===== config.mk =====
export PLATFORM = sky130hd
export DESIGN_NAME = delay_then_on_relay_timer
export DESIGN_NICKNAME = d
export VERILOG_FILES = /design/src/hdl/dtort_pkg.sv /design/src/hdl/delay_then_on_relay_timer.sv
export SDC_FILE = /design/constraint.sdc
export NUM_CORES = 1
export LEC_CHECK = 0
export BUFFER_PORTS_ARGS = -buffer_cell sky130_fd_sc_hd__buf_2
export CAP_MARGIN = 0
export CORE_AREA = 5 5 114 196
export CTS_CLUSTER_DIAMETER = 30
export CTS_CLUSTER_SIZE = 14
export DETAILED_ROUTE_END_ITERATION = 10
export DIE_AREA = 0 0 119 201
export GPL_ROUTABILITY_DRIVEN = 1
export PLACE_DENSITY = 0.65
export SYNTH_ARGS = -nofsm -noshare
export SYNTH_HDL_FRONTEND = slang
export SYNTH_SLANG_ARGS = --single-unit
export TNS_END_PERCENT = 20

===== constraint.sdc =====
create_clock -name clk_i -period 5.16 [get_ports clk_i]
set_input_delay 0.258 -clock clk_i [delete_from_list [all_inputs] [get_ports clk_i]]
set_output_delay 0.258 -clock clk_i [all_outputs]
set_load 0.02 [all_outputs]

===== src/hdl/dtort_pkg.sv =====
// Shared types and constants for the delay-then-on relay timer.
// No dependencies; the top level refers to it by scoped names.
package dtort_pkg;

  typedef enum logic [1:0] {
    MODE_SET_ON    = 2'd0,
    MODE_SET_DELAY = 2'd1,
    MODE_DELAY_CNT = 2'd2,
    MODE_ON_CNT    = 2'd3
  } mode_e;

  localparam int unsigned CfgIdxW  = 2;
  localparam int unsigned CfgDataW = 14;
  localparam int unsigned MaxMinW  = 14;
  localparam int unsigned TpsW     = 10;
  localparam int unsigned SecW     = 8;

  typedef enum logic [CfgIdxW-1:0] {
    CFG_MAX_MINUTES        = 2'd0,
    CFG_TICKS_PER_SECOND   = 2'd1,
    CFG_SECONDS_PER_MINUTE = 2'd2,
    CFG_UNUSED             = 2'd3
  } cfg_idx_e;

  localparam logic [MaxMinW-1:0] MaxMinReset = 14'd5999;
  localparam logic [TpsW-1:0]    TpsReset    = 10'd200;
  localparam logic [SecW-1:0]    SpmReset    = 8'd60;

  localparam int unsigned InDataW = 8;
  localparam int unsigned InUserW = 1;

endpackage


===== src/hdl/delay_then_on_relay_timer.sv =====
// Delay-then-on relay timer: mode control, minute editing, second prescaler
// and countdowns. Depends on dtort_pkg.
//
// Usage:
//   Input stream (s_axis_*): one beat per event. tuser = operation
//   (0 timer tick, 1 key scan); tdata[0] key_up, tdata[1] key_down.
//   Output stream (m_axis_*): exactly one result beat per input beat, giving
//   mode, relay drive, the three lamps and the minutes of the current mode.
//   Configuration (cfg_*): register index and data, always ready; write only
//   while no result is outstanding.
// Latency and throughput:
//   A result is registered and appears in the cycle after its input beat.
//   One beat per cycle is sustained while m_axis_tready_i is high: state
//   update and result are combinational between state and output registers.
// Reset:
//   rst_ni clears mode, minutes, prescaler, seconds, relay, lamp and release
//   wait, and loads the configuration defaults (5999 minutes, 200 ticks per
//   second, 60 seconds per minute).
// Stall:
//   While a result waits on m_axis_tready_i, s_axis_tready_o stays low;
//   in the cycle the result is taken a new beat can be accepted.
module delay_then_on_relay_timer #(
  parameter int unsigned MINUTE_WIDTH = 14
) (
  input  logic                                   clk_i,
  input  logic                                   rst_ni,
  input  logic                                   s_axis_tvalid_i,
  output logic                                   s_axis_tready_o,
  // [0] key_up, [1] key_down, rest zero
  input  logic [dtort_pkg::InDataW-1:0]          s_axis_tdata_i,
  // [0] operation
  input  logic [dtort_pkg::InUserW-1:0]          s_axis_tuser_i,
  output logic                                   m_axis_tvalid_o,
  input  logic                                   m_axis_tready_i,
  // [1:0] mode, [2] relay_drive, [3] lamp_one, [4] lamp_two, [5] lamp_three,
  // [6 +: MINUTE_WIDTH] shown_minutes, rest zero
  output logic [((MINUTE_WIDTH+6+7)/8)*8-1:0]    m_axis_tdata_o,
  input  logic                                   cfg_valid_i,
  output logic                                   cfg_ready_o,
  input  logic [dtort_pkg::CfgIdxW-1:0]          cfg_index_i,
  input  logic [dtort_pkg::CfgDataW-1:0]         cfg_data_i
);

  localparam int unsigned MinW  = MINUTE_WIDTH;
  localparam int unsigned OutW  = ((MinW + 6 + 7) / 8) * 8;
  localparam int unsigned CmpW  = (MinW + 1 > dtort_pkg::MaxMinW) ? MinW + 1
                                                                  : dtort_pkg::MaxMinW;
  localparam int unsigned MaxMinW = dtort_pkg::MaxMinW;
  localparam int unsigned TpsW    = dtort_pkg::TpsW;
  localparam int unsigned SecW    = dtort_pkg::SecW;

  logic [MaxMinW-1:0] max_min_q;
  logic [TpsW-1:0]    tps_q;
  logic [SecW-1:0]    spm_q;

  dtort_pkg::mode_e   mode_q, mode_d;
  logic [MinW-1:0]    on_min_q, on_min_d;
  logic [MinW-1:0]    dly_min_q, dly_min_d;
  logic [TpsW-1:0]    presc_q, presc_d;
  logic [SecW-1:0]    dly_sec_q, dly_sec_d;
  logic [SecW-1:0]    on_sec_q, on_sec_d;
  logic               relay_q, relay_d;
  logic               blink_q, blink_d;
  logic               release_q, release_d;

  logic               out_valid_q;
  logic [OutW-1:0]    out_data_q, out_data_d;

  logic               in_fire;
  logic               op, key_up, key_down;
  logic [TpsW-1:0]    presc_inc;
  logic [SecW-1:0]    dly_sec_inc, on_sec_inc;
  logic [MinW-1:0]    edit_val, edit_inc, edit_dec, dly_min_dec, on_min_dec;
  logic [MinW:0]      edit_sum;
  logic               edit_wrap;
  logic               show_on;

  assign cfg_ready_o     = 1'b1;
  assign s_axis_tready_o = !out_valid_q || m_axis_tready_i;
  assign in_fire         = s_axis_tvalid_i && s_axis_tready_o;
  assign op              = s_axis_tuser_i[0];
  assign key_up          = s_axis_tdata_i[0];
  assign key_down        = s_axis_tdata_i[1];

  always_ff @(posedge clk_i or negedge rst_ni) begin
    if (!rst_ni) begin
      max_min_q <= dtort_pkg::MaxMinReset;
      tps_q     <= dtort_pkg::TpsReset;
      spm_q     <= dtort_pkg::SpmReset;
    end else if (cfg_valid_i) begin
      case (dtort_pkg::cfg_idx_e'(cfg_index_i))
        dtort_pkg::CFG_MAX_MINUTES:        max_min_q <= cfg_data_i[MaxMinW-1:0];
        dtort_pkg::CFG_TICKS_PER_SECOND:   tps_q     <= cfg_data_i[TpsW-1:0];
        dtort_pkg::CFG_SECONDS_PER_MINUTE: spm_q     <= cfg_data_i[SecW-1:0];
        default: ;
      endcase
    end
  end

  always_comb begin
    mode_d    = mode_q;
    on_min_d  = on_min_q;
    dly_min_d = dly_min_q;
    presc_d   = presc_q;
    dly_sec_d = dly_sec_q;
    on_sec_d  = on_sec_q;
    relay_d   = relay_q;
    blink_d   = blink_q;
    release_d = release_q;

    presc_inc   = presc_q + 1'b1;
    dly_sec_inc = dly_sec_q + 1'b1;
    on_sec_inc  = on_sec_q + 1'b1;
    dly_min_dec = (dly_min_q != '0) ? dly_min_q - 1'b1 : '0;
    on_min_dec  = (on_min_q != '0) ? on_min_q - 1'b1 : '0;

    edit_val  = (mode_q == dtort_pkg::MODE_SET_ON) ? on_min_q : dly_min_q;
    edit_sum  = {1'b0, edit_val} + 1'b1;
    edit_wrap = edit_sum[MinW] ||
                (CmpW'(edit_sum) > CmpW'(max_min_q));
    edit_inc  = edit_wrap ? '0 : edit_sum[MinW-1:0];
    edit_dec  = (edit_val != '0) ? edit_val - 1'b1 : '0;

    if (!op) begin
      // tick: advance the prescaler, count a second on reaching the limit
      presc_d = presc_inc;
      if (presc_inc >= tps_q) begin
        presc_d = '0;
        case (mode_q)
          dtort_pkg::MODE_DELAY_CNT: begin
            blink_d = !blink_q;
            if (dly_min_q == '0) begin
              mode_d = dtort_pkg::MODE_ON_CNT;
            end
            if (dly_sec_inc >= spm_q) begin
              dly_sec_d = '0;
              dly_min_d = dly_min_dec;
              if (dly_min_dec == '0) begin
                mode_d = dtort_pkg::MODE_ON_CNT;
              end
            end else begin
              dly_sec_d = dly_sec_inc;
            end
          end
          dtort_pkg::MODE_ON_CNT: begin
            blink_d = !blink_q;
            relay_d = (on_min_q != '0);
            if (on_min_q == '0) begin
              mode_d = dtort_pkg::MODE_SET_ON;
            end
            if (on_sec_inc >= spm_q) begin
              on_sec_d = '0;
              on_min_d = on_min_dec;
              if (on_min_dec == '0) begin
                relay_d = 1'b0;
                mode_d  = dtort_pkg::MODE_SET_ON;
              end
            end else begin
              on_sec_d = on_sec_inc;
            end
          end
          default: ;
        endcase
      end
    end else if (release_q) begin
      if (!key_up && !key_down) begin
        release_d = 1'b0;
      end
    end else begin
      case (mode_q)
        dtort_pkg::MODE_SET_ON, dtort_pkg::MODE_SET_DELAY: begin
          if (key_up && key_down) begin
            mode_d    = (mode_q == dtort_pkg::MODE_SET_ON) ? dtort_pkg::MODE_SET_DELAY
                                                           : dtort_pkg::MODE_DELAY_CNT;
            release_d = 1'b1;
          end else if (key_up || key_down) begin
            if (mode_q == dtort_pkg::MODE_SET_ON) begin
              on_min_d = key_up ? edit_inc : edit_dec;
            end else begin
              dly_min_d = key_up ? edit_inc : edit_dec;
            end
          end
        end
        default: begin
          if (key_up || key_down) begin
            on_min_d  = '0;
            dly_min_d = '0;
            relay_d   = 1'b0;
            mode_d    = dtort_pkg::MODE_SET_ON;
            release_d = 1'b1;
          end
        end
      endcase
    end

    show_on    = (mode_d == dtort_pkg::MODE_SET_ON) || (mode_d == dtort_pkg::MODE_ON_CNT);
    out_data_d = '0;
    out_data_d[1:0]       = mode_d;
    out_data_d[2]         = relay_d;
    out_data_d[3]         = show_on;
    out_data_d[4]         = !show_on;
    out_data_d[5]         = mode_d[1] && blink_d;
    out_data_d[6 +: MinW] = show_on ? on_min_d : dly_min_d;
  end

  always_ff @(posedge clk_i or negedge rst_ni) begin
    if (!rst_ni) begin
      mode_q    <= dtort_pkg::MODE_SET_ON;
      on_min_q  <= '0;
      dly_min_q <= '0;
      presc_q   <= '0;
      dly_sec_q <= '0;
      on_sec_q  <= '0;
      relay_q   <= 1'b0;
      blink_q   <= 1'b0;
      release_q <= 1'b0;
    end else if (in_fire) begin
      mode_q    <= mode_d;
      on_min_q  <= on_min_d;
      dly_min_q <= dly_min_d;
      presc_q   <= presc_d;
      dly_sec_q <= dly_sec_d;
      on_sec_q  <= on_sec_d;
      relay_q   <= relay_d;
      blink_q   <= blink_d;
      release_q <= release_d;
    end
  end

  always_ff @(posedge clk_i or negedge rst_ni) begin
    if (!rst_ni) begin
      out_valid_q <= 1'b0;
    end else if (in_fire) begin
      out_valid_q <= 1'b1;
    end else if (m_axis_tready_i) begin
      out_valid_q <= 1'b0;
    end
  end

  always_ff @(posedge clk_i) begin
    if (in_fire) begin
      out_data_q <= out_data_d;
    end
  end

  assign m_axis_tvalid_o = out_valid_q;
  assign m_axis_tdata_o  = out_data_q;

  a_relay_only_on_countdown: assert property (@(posedge clk_i) disable iff (!rst_ni)
    relay_q |-> (mode_q == dtort_pkg::MODE_ON_CNT))
    else $error("relay energized outside on countdown");

  a_release_from_key: assert property (@(posedge clk_i) disable iff (!rst_ni)
    $rose(release_q) |-> $past(in_fire && op))
    else $error("release wait set without a key beat");

  a_state_holds_idle: assert property (@(posedge clk_i) disable iff (!rst_ni)
    !$past(in_fire) |-> ($stable(mode_q) && $stable(on_min_q) && $stable(dly_min_q)))
    else $error("timer state changed without an input beat");

  a_result_tracks_state: assert property (@(posedge clk_i) disable iff (!rst_ni)
    $past(in_fire) |-> (out_data_q[1:0] == mode_q && out_data_q[2] == relay_q))
    else $error("result beat disagrees with timer state");

endmodule

# Word-level counts from Yosys, hierarchy flattened
# Index checks and enable logic that the tools add are counted.
# W data, S select, Z words.
# word_totals
ff_bits	112
elab_cells	127
input_bits	30
# classes
n_bitwise	1
addsub	7
mux	62
n_eq_ne	6
reduce_logical	33
n_lt_le_gt_ge	4
# ops
cell	count
$mux W14	27
$logic_not A14 Y1	4
$reduce_bool A14 Y1	3
$sub A14 B1 Y14 const B	3
$mux W2	13
$mux W1	18
$add A8 B1 Y8 const B	2
$ge A8 B8 Y1	2
$mux W8	2
$add A14 B1 Y15 const B	1
$gt A15 B14 Y1	1
$add A10 B1 Y10 const B	1
$ge A10 B10 Y1	1
$mux W10	1
$reduce_and A2 Y1	5
$eq A2 B2 Y1 const B	4
$reduce_and A4 Y1	2
$logic_not A2 Y1	3
$logic_not A1 Y1	5
$eq A2 B1 Y1 const B	2
$logic_and A1 B1 Y1	4
$logic_or A1 B1 Y1	4
$pmux W2 S2	1
$reduce_or A2 Y1	2
other kinds (2)	2

# Logic depth before layout (Yosys ltp)
# Gate-level depths: netlist of run 1.
# depth
word_depth	14
depth_mapped	23

# Least setup slack after synthesis of run 1
# OpenSTA, ideal clock, no wires.
# synth_path
path_kind	register to register
startpoint	register mode_q[1]
endpoint	register out_data_q[17] (netlist: m_axis_tdata_o[17]) (data pin)
path_slack_ps	502
arrival_time_ps	4529
n_path_buf	4
path_stages_with_launch	24
path_cell_list	dfrtp_1 > buf_2 > or2_1 > buf_2 > buf_2 > buf_1 > nand2_1 > a21boi_0 > inv_1 > ha_1 > nand3_1 > o22ai_1 > or2_2 > nand2_1 > ha_1 > nand3_1 > a211oi_1 > o41ai_1 > a31o_2 > nand2_1 > or4_1 > o311a_1 > o22ai_1 > mux2_4
# synth_via
elab_chain_cells	14
elab_cells_between_ends	48
# synth_rtl
item	line	source
start: declaration	delay_then_on_relay_timer.sv:56	dtort_pkg::mode_e mode_q, mode_d;
start signal: assignment	delay_then_on_relay_timer.sv:208	mode_q <= dtort_pkg::MODE_SET_ON;
start signal: assignment	delay_then_on_relay_timer.sv:218	mode_q <= mode_d;
$logic_not A2 Y1	n/a	
$mux W14	delay_then_on_relay_timer.sv:117	edit_val = (mode_q == dtort_pkg::MODE_SET_ON) ? on_min_q : dly_min_q;
$add A14 B1 Y15	delay_then_on_relay_timer.sv:118	edit_sum = {1'b0, edit_val} + 1'b1;
$gt A15 B14 Y1	delay_then_on_relay_timer.sv:120	(CmpW'(edit_sum) > CmpW'(max_min_q));
$logic_or A1 B1 Y1	delay_then_on_relay_timer.sv:119	edit_wrap = edit_sum[MinW] ||
$mux W14	delay_then_on_relay_timer.sv:121	edit_inc = edit_wrap ? '0 : edit_sum[MinW-1:0];
$mux W14	delay_then_on_relay_timer.sv:178, delay_then_on_relay_timer.sv:180	
$mux W14	delay_then_on_relay_timer.sv:177	if (mode_q == dtort_pkg::MODE_SET_ON) begin
$mux W14	delay_then_on_relay_timer.sv:176	end else if (key_up || key_down) begin
$mux W14	delay_then_on_relay_timer.sv:172	if (key_up && key_down) begin
$mux W14	delay_then_on_relay_timer.sv:170	case (mode_q)
$mux W14	delay_then_on_relay_timer.sv:165	end else if (release_q) begin
$mux W14	delay_then_on_relay_timer.sv:124	if (!op) begin
$mux W14 (*)	delay_then_on_relay_timer.sv:203	out_data_d[6 +: MinW] = show_on ? on_min_d : dly_min_d;
net out_data_d[17]	delay_then_on_relay_timer.sv:67	logic [OutW-1:0] out_data_q, out_data_d;
end signal: assignment	delay_then_on_relay_timer.sv:242	out_data_q <= out_data_d;
end: declaration	delay_then_on_relay_timer.sv:67	
# Mark *: on every way through the listed nets, which the timed path passes. The rest lies on a longest branch.
# A chain may end at the register's enable or synchronous reset.

# Final worst setup path of run 1
# Same ends and word-level chain as after synthesis.

==> results of run 1 <==
worst register-to-register path, cell delays in order (launching register included):
cell	delay (ps)
sky130_fd_sc_hd__dfrtp_2	540
sky130_fd_sc_hd__nand4bb_1	390
sky130_fd_sc_hd__a222oi_1	710
sky130_fd_sc_hd__buf_4	260
sky130_fd_sc_hd__nor2b_1	160
sky130_fd_sc_hd__xnor2_1	180
sky130_fd_sc_hd__ha_1	300
sky130_fd_sc_hd__nand3_1	130
sky130_fd_sc_hd__a211oi_1	70
sky130_fd_sc_hd__o41ai_1	450
sky130_fd_sc_hd__a31o_2	280
sky130_fd_sc_hd__nand2_1	240
sky130_fd_sc_hd__or4_1	570
sky130_fd_sc_hd__o311a_1	150
sky130_fd_sc_hd__o22ai_1	180
sky130_fd_sc_hd__mux2_4	180
per-layer routing:
metal	share of wire, %	vias to the layer above
li1	-	4049
met1	36	4126
met2	51	381
met3	4.6	148
met4	8.1	0
met5	0	-
area by class of cell:
type	instances	area, sq um	share of cell area [%]
multi-input combinational	856	5570	55.4
sequential	112	2930	29.1
timing repair buffer	111	738	7.34
tap	252	315	3.14
inverter	53	201	2.00
clock inverter	7	80.1	0.796
clock buffer	9	225	2.24
cells by family (layout without fill, tap and decap cells):
family,Yosys count,count (layout),synth area share (%)
AND/OR/NAND/NOR,399,399,21.8
multiplexers,51,51,6.08
buffers and inverters,126,180,6.16
other,2,5,0.0831
flip-flops,112,112,32.4
adder cells (fa/ha/maj),47,47,6.51
AO/OA/AOI/OAI,305,305,22.0
XOR/XNOR,49,49,4.96
sequential cells by signal, summed over array words and instances, names as in the netlist, 10 cells and up:
| signal | count |
|---|---|
| m_axis_tdata_o | 20 |
| max_min_q | 14 |
| presc_q | 10 |
| dly_min_q | 14 |
| tps_q | 10 |
| on_min_q | 14 |
stage by stage:
step / hold slack (ps) / power (mW)
after global placement: 302 / 3.78
after floorplan: -37.6 / 2.89
after detailed placement: 309 / 3.79
after global routing: 116 / 4.87
after CTS: 85.9 / 4.55
final: 93.9 / 4.59
power groups by stage:
stage	registers [mW]	logic, mW	clock network (mW)
finish	1.31	2.54	0.742
global route	1.33	2.75	0.783
global placement	1.31	2.47	0
floorplan	1.27	1.62	0
CTS	1.30	2.49	0.755
detailed placement	1.32	2.48	0
what timing repair did:
action | in CTS | in global routing
resized for setup | 0 | 1
endpoints found under the setup margin | 0 | 8
hold buffers | 1 | 0
hold endpoints to repair | 33 | 0
synth_stat cells (all sizes together) (5+ instances only):
cell type	instances	area, sq um
nand4	11	68.8
nor2	88	340
nor2b	9	56.3
nor4b	6	52.6
nor3	28	145
o22ai	8	50.1
a32oi	5	43.8
o21ai	112	564
xor2	20	175
o211ai	16	120
buf	28	185
nand2b	8	50.1
clkbuf	45	170
a22oi	8	60.1
xnor2	29	273
dfstp	17	447
or3	6	37.5
mux2	28	319
and2	14	88.8
o221ai	5	43.8
nand2	146	548
a211oi	11	95.1
ha	47	588
inv	50	190
a21oi	56	280
nand3	28	140
a41o	6	61.3
or4	6	48.8
a31oi	19	125
nor4	16	134
and3	10	62.6
dfrtp	75	1880
a21o	6	45.0
mux2i	23	230
o31ai	6	50.1
edfxtp	20	601
nor3b	6	55.1
how the worst min path moves through the flow:
stage / from / endpoint / slack [ps] / cells past startpoint
6_report: cfg_data_i[11] / max_min_q[11] / 90 / 3
5_1_grt: cfg_data_i[11] / max_min_q[11] / 120 / 3
4_1_cts: cfg_data_i[11] / max_min_q[11] / 90 / 3
3_5_place_dp: rst_ni / presc_q[8] / 310 / 1
3_3_place_gp: rst_ni / presc_q[9] / 300 / 1
2_1_floorplan: rst_ni / blink_q / -40 / 0
==> results_dict.tcl, run 1 <==
set metrics [dict create \
    grt_max_degree 56 \
    groute.layer.met2.usage_pct 47.8 \
    setup.worst_path.end_class "flip-flop" \
    globalRoute.busiestLayer "met2" \
    p_leak_nw 4.27 \
    cts.root.buffer_cell "sky130_fd_sc_hd__clkbuf_16" \
    postLayoutCellArea_sq_um 10100 \
    global_route.usage.met1_pct 28.6 \
    fillers 2048 \
    initial_core_util_pct 43.7 \
    worstSetupPathDepth 15 \
    track_usage_pct 26.8 \
    pre_cts_ws_ps 220 \
    timing.clock.skew_ps 14.2 \
    placement_rows 70 \
    crit_buf_inv 1 \
    setup_repair_after_global_routing_missed_its_margin "no" \
    crit_start "mode_q[1]" \
    die-height_um 201 \
    period_minus_slack_ps 4940 \
    finalNetCount 1220 \
    cell_internal_pwr_mw 2.43 \
    worst_r2r_path_depth 15 \
    cp_slowest_stage_delay_ps 710 \
    cp_slowest_cell "sky130_fd_sc_hd__a222oi_1" \
    finalWirelength_mm 32.0 \
    drv_cap 0 \
    ctsHtreeMaxLevel 3 \
    syn-instance-count 1091 \
    numPortBuffers 45 \
    grt_antenna_before_repair 0 \
    detailed_place_hpwl_mm 24.9 \
    drt_first_iter_violations 842 \
    hp-class "input port to flip-flop" \
    core_area_sq_um 20700 \
    crit_chain "nand4bb_1 -> a222oi_1 -> buf_4 -> nor2b_1 -> xnor2_1 -> ha_1 -> nand3_1 -> a211oi_1 -> o41ai_1 -> a31o_2 -> nand2_1 -> or4_1 -> o311a_1 -> o22ai_1 -> mux2_4" \
    final_core_utilization_pct 48.6 \
    mostFrequentLayoutCells "sky130_fd_sc_hd__nand2_1 (146), sky130_fd_sc_hd__o21ai_0 (108), sky130_fd_sc_hd__nor2_1 (86)" \
    clock_tree_from_tritoncts "done" \
    sw_share_pct 47.1 \
    flow.area_growth_from_synthesis_pct 11.3 \
    grt_first_pass_wirelength_mm 50.1 \
    layout_commonest_cell "sky130_fd_sc_hd__nand2_1" \
    endpoint_of_the_worst_slack_reg_to_reg_timing_path "m_axis_tdata_o[17]" \
    ctsLongestPathBuffers 2 \
    switching_power_mw 2.16 \
    maxSlewHeadroom_pct 48.2 \
    worstSkewPairLatency_ps 380 \
    comb_power_share_pct 55.3 \
    critPathTopFamily "compound AO/OA/AOI/OAI gates" \
    synth-main-ff-cell "sky130_fd_sc_hd__dfrtp_1" \
    area_of_the_die_sq_um 23900 \
    synth-warning-count 0 \
    cp_data_arrival_time_ps 5180 \
    worstMarginPinSlew_ps 774 \
    share_of_the_cycle_needed_by_the_critical_path_after_routing_pct 95.8 \
    clk_transition_reported_paths_ps 90 \
    setup_slack_ps 218 \
    drtPass1Iterations 7 \
    regToRegSetupSlack_ps 220 \
    drive_gt1_share_pct 17.6 \
    r2r_start "mode_q[1]" \
    synthesis.area_per_instance_sq_um 8.28 \
    chipWidth_um 119 \
    final-instance-count-excl-fill 1400 \
    synth-async-reset-ratio_pct 82.1 \
    timing.fmax_mhz 202 \
    power.sequential.fraction_pct 28.5 \
    ff_latch_count_synth 112 \
    ioPinCount 57 \
    setup_tns_ps 0 \
    via_count_of_the_first_global_routing_pass 8867 \
    slew_violations 0 \
    cts_post_setup_buffers_inserted 0 \
    place_area_sq_um 9740 \
    critPathCapture "m_axis_tdata_o[17]" \
    worst_setup_path_start_kind "flip-flop" \
    finalHoldViolations 0 \
    gp_congestion 1.03 \
    clock_power_share_pct 16.2 \
    route.vias.total 8704 \
    globalRouteOverflowTotal 0 \
    viasPerCell 6.22 \
    status "finished, final reports clean" \
    grtUsageMet3_pct 3.44 \
    ant_nets 0 \
    post_synth_num_cell_types 95 \
    irDropWorstVdd_v 0.000237 \
    syn-cell-area_sq_um 9030 \
    insertedDiodeCount 0 \
    total_instance_count_after_detailed_placement 1383 \
    critPathRequiredTime_ps 5400 \
    post_drt_wl_per_cell_um 22.9 \
    power_per_cell_area_nw_per_um2 457 \
    synth_edf_count 20 \
    drc 0 \
    cts_made_buffers 9 \
    setup-violations-final 0 \
    criticalPathCategory "flip-flop to flip-flop" \
    numClockSinks 112 \
    critPathMaxFanout 15 \
    sequential_fraction_of_the_synthesis_area_pct 32.4 \
]
No activity file was read; power rests on OpenSTA's default activity.
==> run 2: changes to the inputs <==
Settings changed: GPL_TIMING_DRIVEN set to 0.
==> results_dict.tcl, run 2 (synthesized netlist as in run 1, its figures left out) <==
set metrics [dict create \
    drtPass1Iterations 6 \
    worst_setup_path_start_kind "flip-flop" \
    clk_transition_reported_paths_ps 90 \
    flow.area_growth_from_synthesis_pct 12.3 \
    share_of_the_cycle_needed_by_the_critical_path_after_routing_pct 98.4 \
    grt_max_degree 58 \
    setup.worst_path.end_class "flip-flop" \
    finalPower_mw 4.68 \
    area_of_the_die_sq_um 23900 \
    power.sequential.fraction_pct 27.6 \
    worstMarginPinSlew_ps 1190 \
    postLayoutCellArea_sq_um 10100 \
    ioPinCount 57 \
    power_per_cell_area_nw_per_um2 462 \
    largest_reg_flops 20 \
    via_count_of_the_first_global_routing_pass 9009 \
    drt_first_iter_violations 774 \
    setup_tns_ps 0 \
    cts.root.buffer_cell "sky130_fd_sc_hd__clkbuf_16" \
    setup-violations-final 0 \
    ctsHtreeMaxLevel 3 \
    globalRouteOverflowTotal 0 \
    placement_rows 70 \
    status "finished, final reports clean" \
    die-height_um 201 \
    insertedDiodeCount 0 \
    critPathRequiredTime_ps 5390 \
    drive_gt1_share_pct 16.7 \
    comb_power_share_pct 56.3 \
    sw_share_pct 49.2 \
    irDropWorstVdd_v 0.000240 \
    ant_nets 0 \
    fillers 2049 \
    ctsLongestPathBuffers 2 \
    clock_power_share_pct 16.1 \
    numClockSinks 112 \
    layout_commonest_cell "sky130_fd_sc_hd__nand2_1" \
    critPathMaxFanout 16 \
    numPortBuffers 44 \
    finalNetCount 1231 \
    route.vias.total 8908 \
    gp_congestion 1.05 \
    timing.clock.skew_ps 18.2 \
    post_drt_wl_per_cell_um 25.0 \
    worstSkewPairLatency_ps 380 \
    core_area_sq_um 20700 \
    p_leak_nw 4.20 \
    cp_data_arrival_time_ps 5310 \
    finalWirelength_mm 35.3 \
    track_usage_pct 29.3 \
    clock_tree_from_tritoncts "done" \
    slew_violations 0 \
    criticalPathCategory "flip-flop to flip-flop" \
    maxSlewHeadroom_pct 20.5 \
    grt_antenna_before_repair 0 \
    hp-class "input port to flip-flop" \
    period_minus_slack_ps 5080 \
    chipWidth_um 119 \
    cts_made_buffers 9 \
    viasPerCell 6.31 \
    grt_first_pass_wirelength_mm 53.3 \
    initial_core_util_pct 43.7 \
    finalHoldViolations 0 \
    detailed_place_hpwl_mm 27.5 \
    drc 0 \
    place_area_sq_um 9620 \
    setup_repair_after_global_routing_missed_its_margin "yes" \
    switching_power_mw 2.30 \
    timing.fmax_mhz 197 \
    drv_cap 0 \
    mostFrequentLayoutCells "sky130_fd_sc_hd__nand2_1 (145), sky130_fd_sc_hd__o21ai_0 (105), sky130_fd_sc_hd__nor2_1 (84)" \
    cell_internal_pwr_mw 2.38 \
]
## run 2: repair_timing
action | in CTS | in global routing
buffers inserted | 2 | 2
gates resized for setup | 33 | 10
hold buffers | 1 | 0
pin swaps | 1 | 4
setup endpoints to repair | 42 | 30
gates cloned | 0 | 0
hold endpoints to repair | 21 | 0
## run 2: power groups by stage
stage          registers [mW]  logic, mW  clock network, mW
4_1_cts                  1.27       2.54              0.764
2_1_floorplan            1.27       1.62                  0
6_report                 1.29       2.63              0.755
3_3_place_gp             1.29       2.42                  0
3_5_place_dp             1.29       2.44                  0
5_1_grt                  1.31       2.80              0.800
## run 2: final timing paths
check                                from            endpoint  slack, ps  cells past startpoint
min in group asynchronous          rst_ni       max_min_q[13]        380                      2
hold / removal             cfg_data_i[11]       max_min_q[11]         90                      3
hold reg to reg                   blink_q             blink_q        490                      1
max in group asynchronous          rst_ni        max_min_q[0]       4080                      3
setup / recovery                mode_q[1]  m_axis_tdata_o[16]         80                     22
setup reg to reg                mode_q[1]  m_axis_tdata_o[16]         80                     22
## run 2: cell type report
class                      count  area [sq um]  area share [%]
inverter                      53           201            1.99
sequential                   112          2920            28.8
tap                          252           315            3.11
clock inverter                 7          81.3           0.802
buffer                        71           359            3.54
clock buffer                   9           225            2.22
multi-input combinational    856          5740            56.6
timing repair buffer          51           300            2.96
## run 2: metal layers
metal	global-route usage [%]	share of wire, %
met1	30.1	34
met5	0	0
met4	25.4	11
met3	4.51	6.0
met2	50.8	49
## run 2: through the flow
| stage | utilization, % | hold slack (ps) | std cells | setup slack, ps |
|---|---|---|---|---|
| global placement | 46.3 | 460 | 1390 | -1100 |
| detailed placement | 46.5 | 257 | 1392 | -1120 |
| CTS | 48.8 | 96.3 | 1410 | 63.6 |
| global route | 49.1 | 115 | 1411 | -67.3 |
| finish | 49.1 | 90.7 | 1411 | 81.4 |
| floorplan | - | -37.6 | 1094 | 502 |
## run 2: critical path, cell delays in order, from the launching register on
cell	delay [ps]
sky130_fd_sc_hd__dfrtp_1	370
sky130_fd_sc_hd__buf_2	190
sky130_fd_sc_hd__or2_1	250
sky130_fd_sc_hd__buf_4	210
sky130_fd_sc_hd__buf_4	210
sky130_fd_sc_hd__nand2_1	80
sky130_fd_sc_hd__a21boi_1	240
sky130_fd_sc_hd__inv_1	70
sky130_fd_sc_hd__ha_2	200
sky130_fd_sc_hd__nand3_1	100
sky130_fd_sc_hd__o22ai_2	130
sky130_fd_sc_hd__or2_2	340
sky130_fd_sc_hd__nand2_1	90
sky130_fd_sc_hd__ha_1	240
sky130_fd_sc_hd__nand3_1	120
sky130_fd_sc_hd__nor2_1	70
sky130_fd_sc_hd__o41ai_2	410
sky130_fd_sc_hd__a31oi_2	230
sky130_fd_sc_hd__o221ai_1	340
sky130_fd_sc_hd__o21ai_4	160
sky130_fd_sc_hd__o311ai_2	400
sky130_fd_sc_hd__o21ai_0	270
sky130_fd_sc_hd__mux2i_1	190
